===== src/rtl/dq_pkg.sv =====
// shared types and constants for the double-ended queue
package dq_pkg;

    localparam int DEPTH_DEFAULT = 64;
    localparam int ID_W          = 32;
    localparam int OP_W          = 3;
    localparam int STATUS_W      = 2;

    // operation codes of an input transfer
    typedef enum logic [OP_W-1:0] {
        OP_PUSH_FRONT = 3'd0,
        OP_PUSH_BACK  = 3'd1,
        OP_DUMP       = 3'd2,
        OP_POP_FRONT  = 3'd3,
        OP_POP_BACK   = 3'd4
    } op_t;

    // result status codes
    typedef enum logic [STATUS_W-1:0] {
        STATUS_DONE  = 2'd0,
        STATUS_EMPTY = 2'd1,
        STATUS_FULL  = 2'd2,
        STATUS_ENTRY = 2'd3
    } status_t;

    // back end sequencer states
    typedef enum logic [1:0] {
        BK_IDLE,
        BK_POP,
        BK_DUMP
    } back_state_t;

    // one classified command between front and back
    typedef struct packed {
        op_t                   op;
        logic signed [ID_W-1:0] id;
    } cmd_t;

endpackage


===== src/rtl/double_ended_queue.sv =====
// top level: bounded double-ended queue of record identifiers
// a push result passes the holding stage, the command queue and the result register; a pop
// result also waits in the pop state for the ring read; pushes sustain one transfer a cycle
// unless the result side stalls; a dump gives one result per entry via the single read port
// reset clears pointers, count and all valids; the ring contents are left as they are
module double_ended_queue #(
    parameter int DEPTH = dq_pkg::DEPTH_DEFAULT
) (
    input  logic                           clk,
    input  logic                           rst_n,
    input  logic                           in_valid,
    output logic                           in_stall,
    input  logic [dq_pkg::OP_W-1:0]        op,
    input  logic signed [dq_pkg::ID_W-1:0] entry_id,
    output logic                           out_valid,
    input  logic                           out_stall,
    output logic [dq_pkg::STATUS_W-1:0]    status,
    output logic signed [dq_pkg::ID_W-1:0] out_id,
    output logic                           is_last
);

    logic         cmd_push;
    dq_pkg::cmd_t cmd_in;
    logic         cmd_full;
    logic         cmd_pop;
    dq_pkg::cmd_t cmd_out;
    logic         cmd_valid;

    // decode and hold incoming transfers
    dq_front u_front (
        .clk      (clk),
        .rst_n    (rst_n),
        .in_valid (in_valid),
        .in_stall (in_stall),
        .op       (op),
        .entry_id (entry_id),
        .cmd_push (cmd_push),
        .cmd_data (cmd_in),
        .cmd_full (cmd_full)
    );

    // decoupling queue
    dq_cmd_fifo u_cmd_fifo (
        .clk       (clk),
        .rst_n     (rst_n),
        .push      (cmd_push),
        .push_data (cmd_in),
        .full      (cmd_full),
        .pop       (cmd_pop),
        .pop_data  (cmd_out),
        .not_empty (cmd_valid)
    );

    // ring buffer execution
    dq_back #(
        .DEPTH (DEPTH)
    ) u_back (
        .clk       (clk),
        .rst_n     (rst_n),
        .cmd_valid (cmd_valid),
        .cmd_data  (cmd_out),
        .cmd_pop   (cmd_pop),
        .out_valid (out_valid),
        .out_stall (out_stall),
        .status    (status),
        .out_id    (out_id),
        .is_last   (is_last)
    );

endmodule


===== src/rtl/dq_front.sv =====
// front end: accepts input transfers, drops unknown codes, queues commands
module dq_front (
    input  logic                          clk,
    input  logic                          rst_n,
    input  logic                          in_valid,
    output logic                          in_stall,
    input  logic [dq_pkg::OP_W-1:0]       op,
    input  logic signed [dq_pkg::ID_W-1:0] entry_id,
    output logic                          cmd_push,
    output dq_pkg::cmd_t                  cmd_data,
    input  logic                          cmd_full
);

    logic         hold_valid_reg;
    logic         hold_valid_next;
    dq_pkg::cmd_t hold_cmd_reg;
    logic         known_op;
    logic         in_take;

    // classify the operation code
    always_comb
    begin
        unique case (op)
            dq_pkg::OP_PUSH_FRONT,
            dq_pkg::OP_PUSH_BACK,
            dq_pkg::OP_DUMP,
            dq_pkg::OP_POP_FRONT,
            dq_pkg::OP_POP_BACK: known_op = 1'b1;
            default:             known_op = 1'b0;
        endcase
    end

    // holding stage hands on to the command queue
    assign cmd_push = hold_valid_reg && !cmd_full;
    assign cmd_data = hold_cmd_reg;
    assign in_stall = hold_valid_reg && cmd_full;
    assign in_take  = in_valid && !in_stall;

    always_comb
    begin
        hold_valid_next = hold_valid_reg;
        if (cmd_push)
        begin
            hold_valid_next = 1'b0;
        end
        if (in_take && known_op)
        begin
            hold_valid_next = 1'b1;
        end
    end

    always_ff @(posedge clk or negedge rst_n)
    begin
        if (!rst_n)
        begin
            hold_valid_reg <= 1'b0;
        end
        else
        begin
            hold_valid_reg <= hold_valid_next;
        end
    end

    // command payload, no reset needed
    always_ff @(posedge clk)
    begin
        if (in_take && known_op)
        begin
            hold_cmd_reg.op <= dq_pkg::op_t'(op);
            hold_cmd_reg.id <= entry_id;
        end
    end

endmodule


===== src/rtl/dq_cmd_fifo.sv =====
// two-entry command queue between front and back
module dq_cmd_fifo (
    input  logic         clk,
    input  logic         rst_n,
    input  logic         push,
    input  dq_pkg::cmd_t push_data,
    output logic         full,
    input  logic         pop,
    output dq_pkg::cmd_t pop_data,
    output logic         not_empty
);

    dq_pkg::cmd_t slot_reg [2];
    logic         wr_ptr_reg;
    logic         rd_ptr_reg;
    logic [1:0]   fill_reg;
    logic [1:0]   fill_next;

    assign full      = (fill_reg == 2'd2);
    assign not_empty = (fill_reg != 2'd0);
    assign pop_data  = slot_reg[rd_ptr_reg];

    always_comb
    begin
        fill_next = fill_reg;
        if (push && !pop)
        begin
            fill_next = fill_reg + 2'd1;
        end
        else if (pop && !push)
        begin
            fill_next = fill_reg - 2'd1;
        end
    end

    always_ff @(posedge clk or negedge rst_n)
    begin
        if (!rst_n)
        begin
            wr_ptr_reg <= 1'b0;
            rd_ptr_reg <= 1'b0;
            fill_reg   <= 2'd0;
        end
        else
        begin
            if (push)
            begin
                wr_ptr_reg <= ~wr_ptr_reg;
            end
            if (pop)
            begin
                rd_ptr_reg <= ~rd_ptr_reg;
            end
            fill_reg <= fill_next;
        end
    end

    // entry storage
    always_ff @(posedge clk)
    begin
        if (push)
        begin
            slot_reg[wr_ptr_reg] <= push_data;
        end
    end

endmodule


===== src/rtl/dq_back.sv =====
// back end: ring buffer, pointer control and result register
module dq_back #(
    parameter int DEPTH = dq_pkg::DEPTH_DEFAULT
) (
    input  logic                               clk,
    input  logic                               rst_n,
    input  logic                               cmd_valid,
    input  dq_pkg::cmd_t                       cmd_data,
    output logic                               cmd_pop,
    output logic                               out_valid,
    input  logic                               out_stall,
    output logic [dq_pkg::STATUS_W-1:0]        status,
    output logic signed [dq_pkg::ID_W-1:0]     out_id,
    output logic                               is_last
);

    localparam int AW = (DEPTH > 1) ? $clog2(DEPTH) : 1;
    localparam int CW = $clog2(DEPTH + 1);
    localparam logic [AW-1:0] LAST_SLOT = AW'(DEPTH - 1);
    localparam logic [CW-1:0] FULL_COUNT = CW'(DEPTH);
    localparam logic [CW-1:0] ONE_COUNT  = CW'(1);

    logic [dq_pkg::ID_W-1:0] mem [DEPTH];

    dq_pkg::back_state_t state_reg, state_next;
    logic [AW-1:0] front_reg, front_next;
    logic [AW-1:0] tail_reg, tail_next;
    logic [CW-1:0] count_reg, count_next;
    logic [CW-1:0] remain_reg, remain_next;
    logic [AW-1:0] rd_addr_reg, rd_addr_next;
    logic [dq_pkg::ID_W-1:0] rd_data_reg;

    logic                    wr_en;
    logic [AW-1:0]           wr_addr;
    logic [dq_pkg::ID_W-1:0] wr_data;

    logic                        out_valid_reg, out_valid_next;
    dq_pkg::status_t             out_status_reg;
    logic [dq_pkg::ID_W-1:0]     out_id_reg;
    logic                        out_last_reg;

    logic                    res_load;
    dq_pkg::status_t         res_status;
    logic [dq_pkg::ID_W-1:0] res_id;
    logic                    res_last;

    logic          out_free;
    logic          q_full;
    logic          q_empty;
    logic [AW-1:0] front_dec;
    logic [AW-1:0] front_inc;
    logic [AW-1:0] tail_dec;
    logic [AW-1:0] tail_inc;
    logic [AW-1:0] rd_inc;

    assign out_free = !out_valid_reg || !out_stall;
    assign q_full   = (count_reg == FULL_COUNT);
    assign q_empty  = (count_reg == '0);

    // ring pointer steps with wrap at the depth
    assign front_dec = (front_reg == '0) ? LAST_SLOT : front_reg - AW'(1);
    assign front_inc = (front_reg == LAST_SLOT) ? '0 : front_reg + AW'(1);
    assign tail_dec  = (tail_reg == '0) ? LAST_SLOT : tail_reg - AW'(1);
    assign tail_inc  = (tail_reg == LAST_SLOT) ? '0 : tail_reg + AW'(1);
    assign rd_inc    = (rd_addr_reg == LAST_SLOT) ? '0 : rd_addr_reg + AW'(1);

    // sequencer: next state, pointer updates and result load
    always_comb
    begin
        state_next   = state_reg;
        front_next   = front_reg;
        tail_next    = tail_reg;
        count_next   = count_reg;
        remain_next  = remain_reg;
        rd_addr_next = rd_addr_reg;
        cmd_pop      = 1'b0;
        wr_en        = 1'b0;
        wr_addr      = tail_reg;
        wr_data      = cmd_data.id;
        res_load     = 1'b0;
        res_status   = dq_pkg::STATUS_DONE;
        res_id       = '0;
        res_last     = 1'b1;

        unique case (state_reg)
            dq_pkg::BK_IDLE:
            begin
                if (cmd_valid && out_free)
                begin
                    cmd_pop = 1'b1;
                    unique case (cmd_data.op)
                        dq_pkg::OP_PUSH_FRONT:
                        begin
                            res_load = 1'b1;
                            if (q_full)
                            begin
                                res_status = dq_pkg::STATUS_FULL;
                            end
                            else
                            begin
                                wr_en      = 1'b1;
                                wr_addr    = front_dec;
                                front_next = front_dec;
                                count_next = count_reg + ONE_COUNT;
                            end
                        end
                        dq_pkg::OP_PUSH_BACK:
                        begin
                            res_load = 1'b1;
                            if (q_full)
                            begin
                                res_status = dq_pkg::STATUS_FULL;
                            end
                            else
                            begin
                                wr_en      = 1'b1;
                                wr_addr    = tail_reg;
                                tail_next  = tail_inc;
                                count_next = count_reg + ONE_COUNT;
                            end
                        end
                        dq_pkg::OP_POP_FRONT:
                        begin
                            if (q_empty)
                            begin
                                res_load   = 1'b1;
                                res_status = dq_pkg::STATUS_EMPTY;
                            end
                            else
                            begin
                                rd_addr_next = front_reg;
                                front_next   = front_inc;
                                count_next   = count_reg - ONE_COUNT;
                                state_next   = dq_pkg::BK_POP;
                            end
                        end
                        dq_pkg::OP_POP_BACK:
                        begin
                            if (q_empty)
                            begin
                                res_load   = 1'b1;
                                res_status = dq_pkg::STATUS_EMPTY;
                            end
                            else
                            begin
                                rd_addr_next = tail_dec;
                                tail_next    = tail_dec;
                                count_next   = count_reg - ONE_COUNT;
                                state_next   = dq_pkg::BK_POP;
                            end
                        end
                        dq_pkg::OP_DUMP:
                        begin
                            if (q_empty)
                            begin
                                res_load   = 1'b1;
                                res_status = dq_pkg::STATUS_EMPTY;
                            end
                            else
                            begin
                                rd_addr_next = front_reg;
                                remain_next  = count_reg;
                                state_next   = dq_pkg::BK_DUMP;
                            end
                        end
                        default:
                        begin
                            cmd_pop = 1'b1;
                        end
                    endcase
                end
            end
            // popped slot's registered read data is taken here
            dq_pkg::BK_POP:
            begin
                if (out_free)
                begin
                    res_load   = 1'b1;
                    res_status = dq_pkg::STATUS_DONE;
                    res_id     = rd_data_reg;
                    state_next = dq_pkg::BK_IDLE;
                end
            end
            // walk front to back, an entry a cycle unless stalled
            dq_pkg::BK_DUMP:
            begin
                if (out_free)
                begin
                    res_load   = 1'b1;
                    res_status = dq_pkg::STATUS_ENTRY;
                    res_id     = rd_data_reg;
                    res_last   = (remain_reg == ONE_COUNT);
                    if (remain_reg == ONE_COUNT)
                    begin
                        state_next = dq_pkg::BK_IDLE;
                    end
                    else
                    begin
                        remain_next  = remain_reg - ONE_COUNT;
                        rd_addr_next = rd_inc;
                    end
                end
            end
            default:
            begin
                state_next = dq_pkg::BK_IDLE;
            end
        endcase
    end

    // result register valid
    always_comb
    begin
        out_valid_next = out_valid_reg;
        if (out_valid_reg && !out_stall)
        begin
            out_valid_next = 1'b0;
        end
        if (res_load)
        begin
            out_valid_next = 1'b1;
        end
    end

    always_ff @(posedge clk or negedge rst_n)
    begin
        if (!rst_n)
        begin
            state_reg     <= dq_pkg::BK_IDLE;
            front_reg     <= '0;
            tail_reg      <= '0;
            count_reg     <= '0;
            remain_reg    <= '0;
            rd_addr_reg   <= '0;
            out_valid_reg <= 1'b0;
        end
        else
        begin
            state_reg     <= state_next;
            front_reg     <= front_next;
            tail_reg      <= tail_next;
            count_reg     <= count_next;
            remain_reg    <= remain_next;
            rd_addr_reg   <= rd_addr_next;
            out_valid_reg <= out_valid_next;
        end
    end

    // result payload
    always_ff @(posedge clk)
    begin
        if (res_load)
        begin
            out_status_reg <= res_status;
            out_id_reg     <= res_id;
            out_last_reg   <= res_last;
        end
    end

    // ring buffer storage with registered read
    always_ff @(posedge clk)
    begin
        if (wr_en)
        begin
            mem[wr_addr] <= wr_data;
        end
        rd_data_reg <= mem[rd_addr_next];
    end

    assign out_valid = out_valid_reg;
    assign status    = out_status_reg;
    assign out_id    = $signed(out_id_reg);
    assign is_last   = out_last_reg;

endmodule


===== config.mk =====
export PLATFORM = sky130hd
export DESIGN_NAME = double_ended_queue
export DESIGN_NICKNAME = d
export VERILOG_FILES = /design/src/rtl/dq_pkg.sv /design/src/rtl/double_ended_queue.sv /design/src/rtl/dq_front.sv /design/src/rtl/dq_cmd_fifo.sv /design/src/rtl/dq_back.sv
export SDC_FILE = /design/constraint.sdc
export NUM_CORES = 2
export LEC_CHECK = 0
export BUFFER_PORTS_ARGS = -buffer_cell sky130_fd_sc_hd__clkbuf_2
export CORE_UTILIZATION = 51
export DETAILED_ROUTE_END_ITERATION = 8
export PLACE_DENSITY = 0.66
export SYNTH_ARGS = -nofsm -noshare
export SYNTH_HDL_FRONTEND = slang
export SYNTH_SLANG_ARGS = --single-unit

===== constraint.sdc =====
create_clock -name clk -period 13.8 [get_ports clk]
set_input_delay 0.69 -clock clk [delete_from_list [all_inputs] [get_ports clk]]
set_output_delay 0.69 -clock clk [all_outputs]
set_load 0.05 [all_outputs]

### After elaboration in Yosys (flattened, before gate mapping)

Memory sizes are Yosys's and may differ from the RTL's. A register that Yosys moved wholly into a read port is not among the register bits.
Index checks and enable logic that the tools add are counted.

* equality and inequality tests: 32
* reductions and logical operators: 42
* bitwise gates (word level): 2
* $add $sub $neg: 10
* muxes and demuxes: 67

Operator list (count)
* $mux W6: 18
* $mux W7: 7
* $pmux W6 S2: 4
* $pmux W7 S2: 2
* $mux W2: 11
* $mux W1: 19
* $add A6 B1 Y6 const B: 3
* $eq A6 B6 Y1 const B: 3
* $ne A2 B2 Y1 const B: 9
* $reduce_bool A2 Y1: 8
* $reduce_and A5 Y1: 3
* $sub A7 B1 Y7 const B: 2
* $eq A3 B2 Y1 const B: 4
* $logic_not A6 Y1: 2
* $pmux W2 S2: 3
* $sub A6 B1 Y6 const B: 2
* $ne A3 B3 Y1 const B: 3
* $logic_and A1 B1 Y1: 8
* $ne A2 B1 Y1 const B: 4
* $reduce_or A2 Y1: 4
* $add A7 B1 Y7 const B: 1
* $eq A7 B1 Y1 const B: 1
* $eq A7 B7 Y1 const B: 1
* $logic_not A7 Y1: 1
* other kinds (18): 30

* memories kept: 2
* bits in writable memories: 2118
* bits in registers: 110
* logic and storage cells: 171

Memory list
* u_back.mem: words 64, width 32, read ports 1, clocked after Yosys merged registers in 1, wr ports 1, RTL line dq_back.sv:23 `logic [dq_pkg::ID_W-1:0] mem [DEPTH];`
* u_cmd_fifo.slot_reg: words 2, width 35, read ports 1, clocked after Yosys merged registers in 0, wr ports 1, RTL line dq_cmd_fifo.sv:13 `dq_pkg::cmd_t slot_reg [2];`

### Depth between registers and ports, before layout

* depth after elaboration: 8
* mapped depth: 20

### Hierarchy

Synthesis repeated with hierarchy kept, for this count alone.

* cell total of the unflattened synthesis: 5846
* area total of the unflattened synthesis: 88481.1 um2

Modules (own cells, without submodules)
* dq_back: cells each 5680, instances 1, sequential area each 64066.4 um2, area an instance 84503.5 um2
* dq_cmd_fifo: cells each 125, instances 1, sequential area each 2202.1 um2, area an instance 2865.2 um2
* dq_front: cells each 41, instances 1, sequential area each 1076.0 um2, area an instance 1112.3 um2

### Worst setup path after synthesis

No wires, ideal clock.

* kind: reg2reg
* from: reg u_back.state_reg[0]
* to: mem u_back.mem[40][0] (netlist name), enable pin
* clock period less this slack: 4.662 ns
* cell stages (with the launch flop): 13
* setup slack: 9.138 ns
* arrival: 4.241 ns
* path through: dfrtp_1 > inv_1 > ha_1 > clkbuf_1 > nand2_1 > nor2_1 > nand3_1 > nor2_1 > mux2i_1 > nor2b_1 > nand2b_1 > clkbuf_1 > nor2_1

* word-level cells in the longest chain between the ends: 4

RTL lines
* start, declared: RTL line dq_back.sv:25 `dq_pkg::back_state_t state_reg, state_next;`
* start signal, assigned: RTL line dq_back.sv:229 `state_reg <= dq_pkg::BK_IDLE;`
* start signal, assigned: RTL line dq_back.sv:239 `state_reg <= state_next;`
* $logic_not A2 Y1 *: RTL line dq_back.sv:85 `unique case (state_reg)`
* $mux W1: RTL line dq_back.sv:85
* $mux W1: RTL line dq_back.sv:263 `if (wr_en)`
* $mux W1 (implied by the code): RTL line dq_back.sv:265 `mem[wr_addr] <= wr_data;`
* end, declared: RTL line dq_back.sv:23

Mark *: on every way between the ends. The rest lies on a longest branch, timed or not.

### Worst setup path after layout

* from: reg u_cmd_fifo.rd_ptr_reg
* to: reg u_back.rd_data_reg[13] (netlist name) (read register of u_back.mem)

* word-level cells in the longest chain between the ends: 6

RTL lines
* start, declared: RTL line dq_cmd_fifo.sv:15 `logic rd_ptr_reg;`
* start signal, assigned: RTL line dq_cmd_fifo.sv:52 `rd_ptr_reg <= ~rd_ptr_reg;`
* $mem_v2 Z2 W35 *
* $eq A3 B2 Y1: RTL line dq_back.sv:91 `unique case (cmd_data.op)`
* $reduce_or A2 Y1 (no line)
* $pmux W6 S2 *: RTL line dq_back.sv:91
* $mux W6 *: RTL line dq_back.sv:88 `if (cmd_valid && out_free)`
* $pmux W6 S2 *: RTL line dq_back.sv:85
* end, declared: RTL line dq_back.sv:31 `logic [dq_pkg::ID_W-1:0] rd_data_reg;`

Marks and branches as above.
A chain may end at the register's enable or synchronous reset.

==> impl_metrics.env <==
export IMPL_status="completed"
export IMPL_synth_enable_flop_cells=2188
export IMPL_syn_num_nets=6173
export IMPL_crit_buf_inv=4
export IMPL_synth_cells=6114
export IMPL_fmax_mhz=139
export IMPL_ys_async_sr_fraction=0.0177
export IMPL_synthToLayoutAreaGrowth_pct=11.9
export IMPL_rsz0062_at_grt="no"
export IMPL_syn_area_um2=88900
export IMPL_h_tree_depth=4
export IMPL_stdcell_count=8718
export IMPL_core_area_um2=172000
export IMPL_p_leak_nw=33.1
export IMPL_place_area_um2=92200
export IMPL_p_int_mw=15.2
export IMPL_required_ns=14.57
export IMPL_clk_latency_ns=0.87
export IMPL_layout_drive_gt1_share=0.123
export IMPL_yosys_area_top_type="edfxtp_1"
export IMPL_cts_clk_slew_worst_paths_ns=0.06
export IMPL_cts_path_max_buffers=3
export IMPL_root_buffer="clkbuf_16"
export IMPL_switchingPower_mw=11.7
export IMPL_critPathLaunchType="flop"
export IMPL_r2r_start="u_cmd_fifo.rd_ptr_reg"
export IMPL_arrival_ns=7.97
export IMPL_io_pins=76
export IMPL_clkSinkCount=2260
export IMPL_finClkSkew_ns=0.0431
export IMPL_pwr_share_comb=0.453
export IMPL_final_area_um2=99500
export IMPL_gp_congestion=0.870
export IMPL_drtPass1Iterations=6
export IMPL_dpl_hpwl_um=140000
export IMPL_yosysUniqueCellTypes=80
export IMPL_io_buffers=75
export IMPL_p_clk_frac=0.218
export IMPL_fin_tns_setup_ns=0
export IMPL_hold_viol=0
export IMPL_power_density_nw_per_um2=270
export IMPL_drt_total_wl_um=267000
export IMPL_post_cts_buffers=0
export IMPL_avgSynthCellArea_um2=14.5
export IMPL_drv_cap=0
export IMPL_die_width_um=420
export IMPL_maxSlewViolCount=0
export IMPL_min_path_type="input pin to asynchronous set/reset pin"
export IMPL_fill_cells=13300
export IMPL_path_cells="buf_4 > mux2_2 > nor3_4 > o21ai_2 > o311ai_4 > and2_4 > buf_4 > buf_12 > buf_12 > nand2_1 > a31o_2 > a31oi_1 > o2111ai_1 > nand4_1"
export IMPL_path_class="flop to flop"
export IMPL_die_area_um2=176000
export IMPL_grt_max_degree=174
export IMPL_grt_overflow_total=0
export IMPL_power_mw=26.9
export IMPL_slowest_stage="buf_4"
export IMPL_synthTopCellsByCount="edfxtp_1 (2188), nand2_1 (1398), nand3_1 (323)"
export IMPL_numCtsBuffers=220
export IMPL_grt_pass1_vias=53100
export IMPL_p_seq_frac=0.328
export IMPL_start_util=0.516
export IMPL_synth_top_area_frac=0.739
export IMPL_cpLargestDelayFamily="buffers and inverters"
export IMPL_period_needed_ns=7.20
export IMPL_relSlewSlack=0.156
export IMPL_startpoint="u_cmd_fifo.rd_ptr_reg"
export IMPL_ys_seq_area_frac=0.757
export IMPL_finalSetupViolCount=0
export IMPL_crit_path_end_kind="flop"
export IMPL_synth_most_common_cell="edfxtp_1"
export IMPL_post_route_drc_count=0
export IMPL_ant_nets=0
export IMPL_nets=6270
export IMPL_placed_cells=8265
export IMPL_fin_crit_sh=0.522
export IMPL_post_cts_resized=0
export IMPL_grt_total_usage=0.303
export IMPL_drt_iter0_markers=8956
export IMPL_vias=56100
export IMPL_ys_warn_count=0
export IMPL_grt_first_pass_wirelength_um=381000
export IMPL_viasPerCell=6.44
export IMPL_max_stage_delay_ns=0.77
export IMPL_p_sw_frac=0.436
export IMPL_ys_seq_elements=2260
export IMPL_irDropWorstVdd_mv=0.350
export IMPL_cts_tree="built"
export IMPL_largest_reg_flops=2048
export IMPL_antenna_found_initial=11
export IMPL_synth_flop_cell="edfxtp_1"
export IMPL_wl_per_cell_um=30.7
export IMPL_die_h_um=420
export IMPL_synth_area_leaders="edfxtp_1 (74%), nand2_1 (5.9%), mux4_2 (2.1%)"
export IMPL_row_count=152
export IMPL_worst_slew_pin_slew_ns=1.27
export IMPL_path_max_fanout=123
-- metrics by stage --
stage / hold WS (ns) / setup WS (ns) / util
after floorplan: 0.394 / 9.14 / -
after global placement: 0.426 / 6.77 / 0.535
after detailed placement: 0.434 / 6.76 / 0.535
after CTS: 0.00452 / 6.74 / 0.578
after global routing: 0.0139 / 6.38 / 0.578
final: 0.0389 / 6.60 / 0.578
-- worst register-to-register path: cells and delay by family (launching register included) --
family                 cells  cell delay (ns)
buffers and inverters      4             2.80
AOI/OAI and AO/OA          5             2.06
and+or+nand+nor            4             1.44
muxes                      1             0.50
DFF                        1             0.34
-- per-layer routing --
layer  wire (um)  track usage
met2      124000        0.465
met3       28300       0.0524
met5           0            0
met1      100000        0.417
met4       15100        0.159
-- cells by family after synthesis --
family	after synthesis	share of synthesized area
AO/OA/AOI/OAI	1001	0.0738
flip-flops	2260	0.757
buffers and inverters	415	0.0227
AND/OR/NAND/NOR	2228	0.110
adder cells (fa/ha/maj)	20	0.00290
multiplexers	171	0.0315
XOR/XNOR	19	0.00187
-- timing repair --
| action | 4_1_cts | 5_1_grt |
|---|---|---|
| hold endpoints to repair | 34 | 0 |
| setup endpoints to repair | 0 | 0 |
| hold buffers | 34 | 0 |
-- worst paths after layout --
kind                       depth (start not counted)                         end  slack (ns)
setup / recovery                                  14      u_back.rd_data_reg[13]        6.60
min in group clk                                   1        u_front.cmd_data[12]        0.04
setup reg to reg                                  14      u_back.rd_data_reg[13]        6.60
hold / removal                                     1       u_cmd_fifo.wr_ptr_reg        0.04
max in group asynchronous                          1       u_cmd_fifo.rd_ptr_reg       13.01
hold reg to reg                                    0  u_cmd_fifo.slot_reg[0][30]        0.45
-- cell usage in the layout (no fill, tap or decap), types with 19 or more instances in the layout --
master         count
a22oi_1           31
a311o_1           48
dfxtp_1           32
dfrtp_1           39
nand2_1         1397
o21ai_0          169
dlygate4sd3_1     34
mux2i_1           49
clkbuf_2          75
and3_1           203
inv_1             20
clkinv_1          38
nand4_1           87
clkbuf_16        221
mux4_2            83
nor2_4            73
a211oi_1         101
buf_4            152
o2111ai_1         26
a221oi_1          20
a32oi_1           22
edfxtp_1        2188
mux2_2            37
a21oi_1          301
nor2_1            44
clkbuf_1          57
a311oi_1          39
or3_1             19
clkinv_2          43
a31oi_1          128
nand3_1          320
-- power by group through the flow --
stage	Combinational [mW]	Clock (mW)	Sequential, mW
floorplan	7.81	0	9.08
global placement	11.8	0	8.97
detailed placement	11.9	0	8.97
CTS	12.0	5.91	8.83
global route	12.9	6.18	8.86
finish	12.2	5.87	8.84
-- cell type report --
type / instances / area (um2) / area share
antenna: 11 / 27.5 / 0.000277
clock buffer: 283 / 5810 / 0.0584
clock inverter: 125 / 1200 / 0.0121
inverter: 24 / 116 / 0.00117
multi-input combinational: 3439 / 20200 / 0.203
sequential: 2260 / 67300 / 0.677
tap: 2310 / 2890 / 0.0290
timing repair buffer: 266 / 1960 / 0.0197
Power figures use the tool's default switching activity.
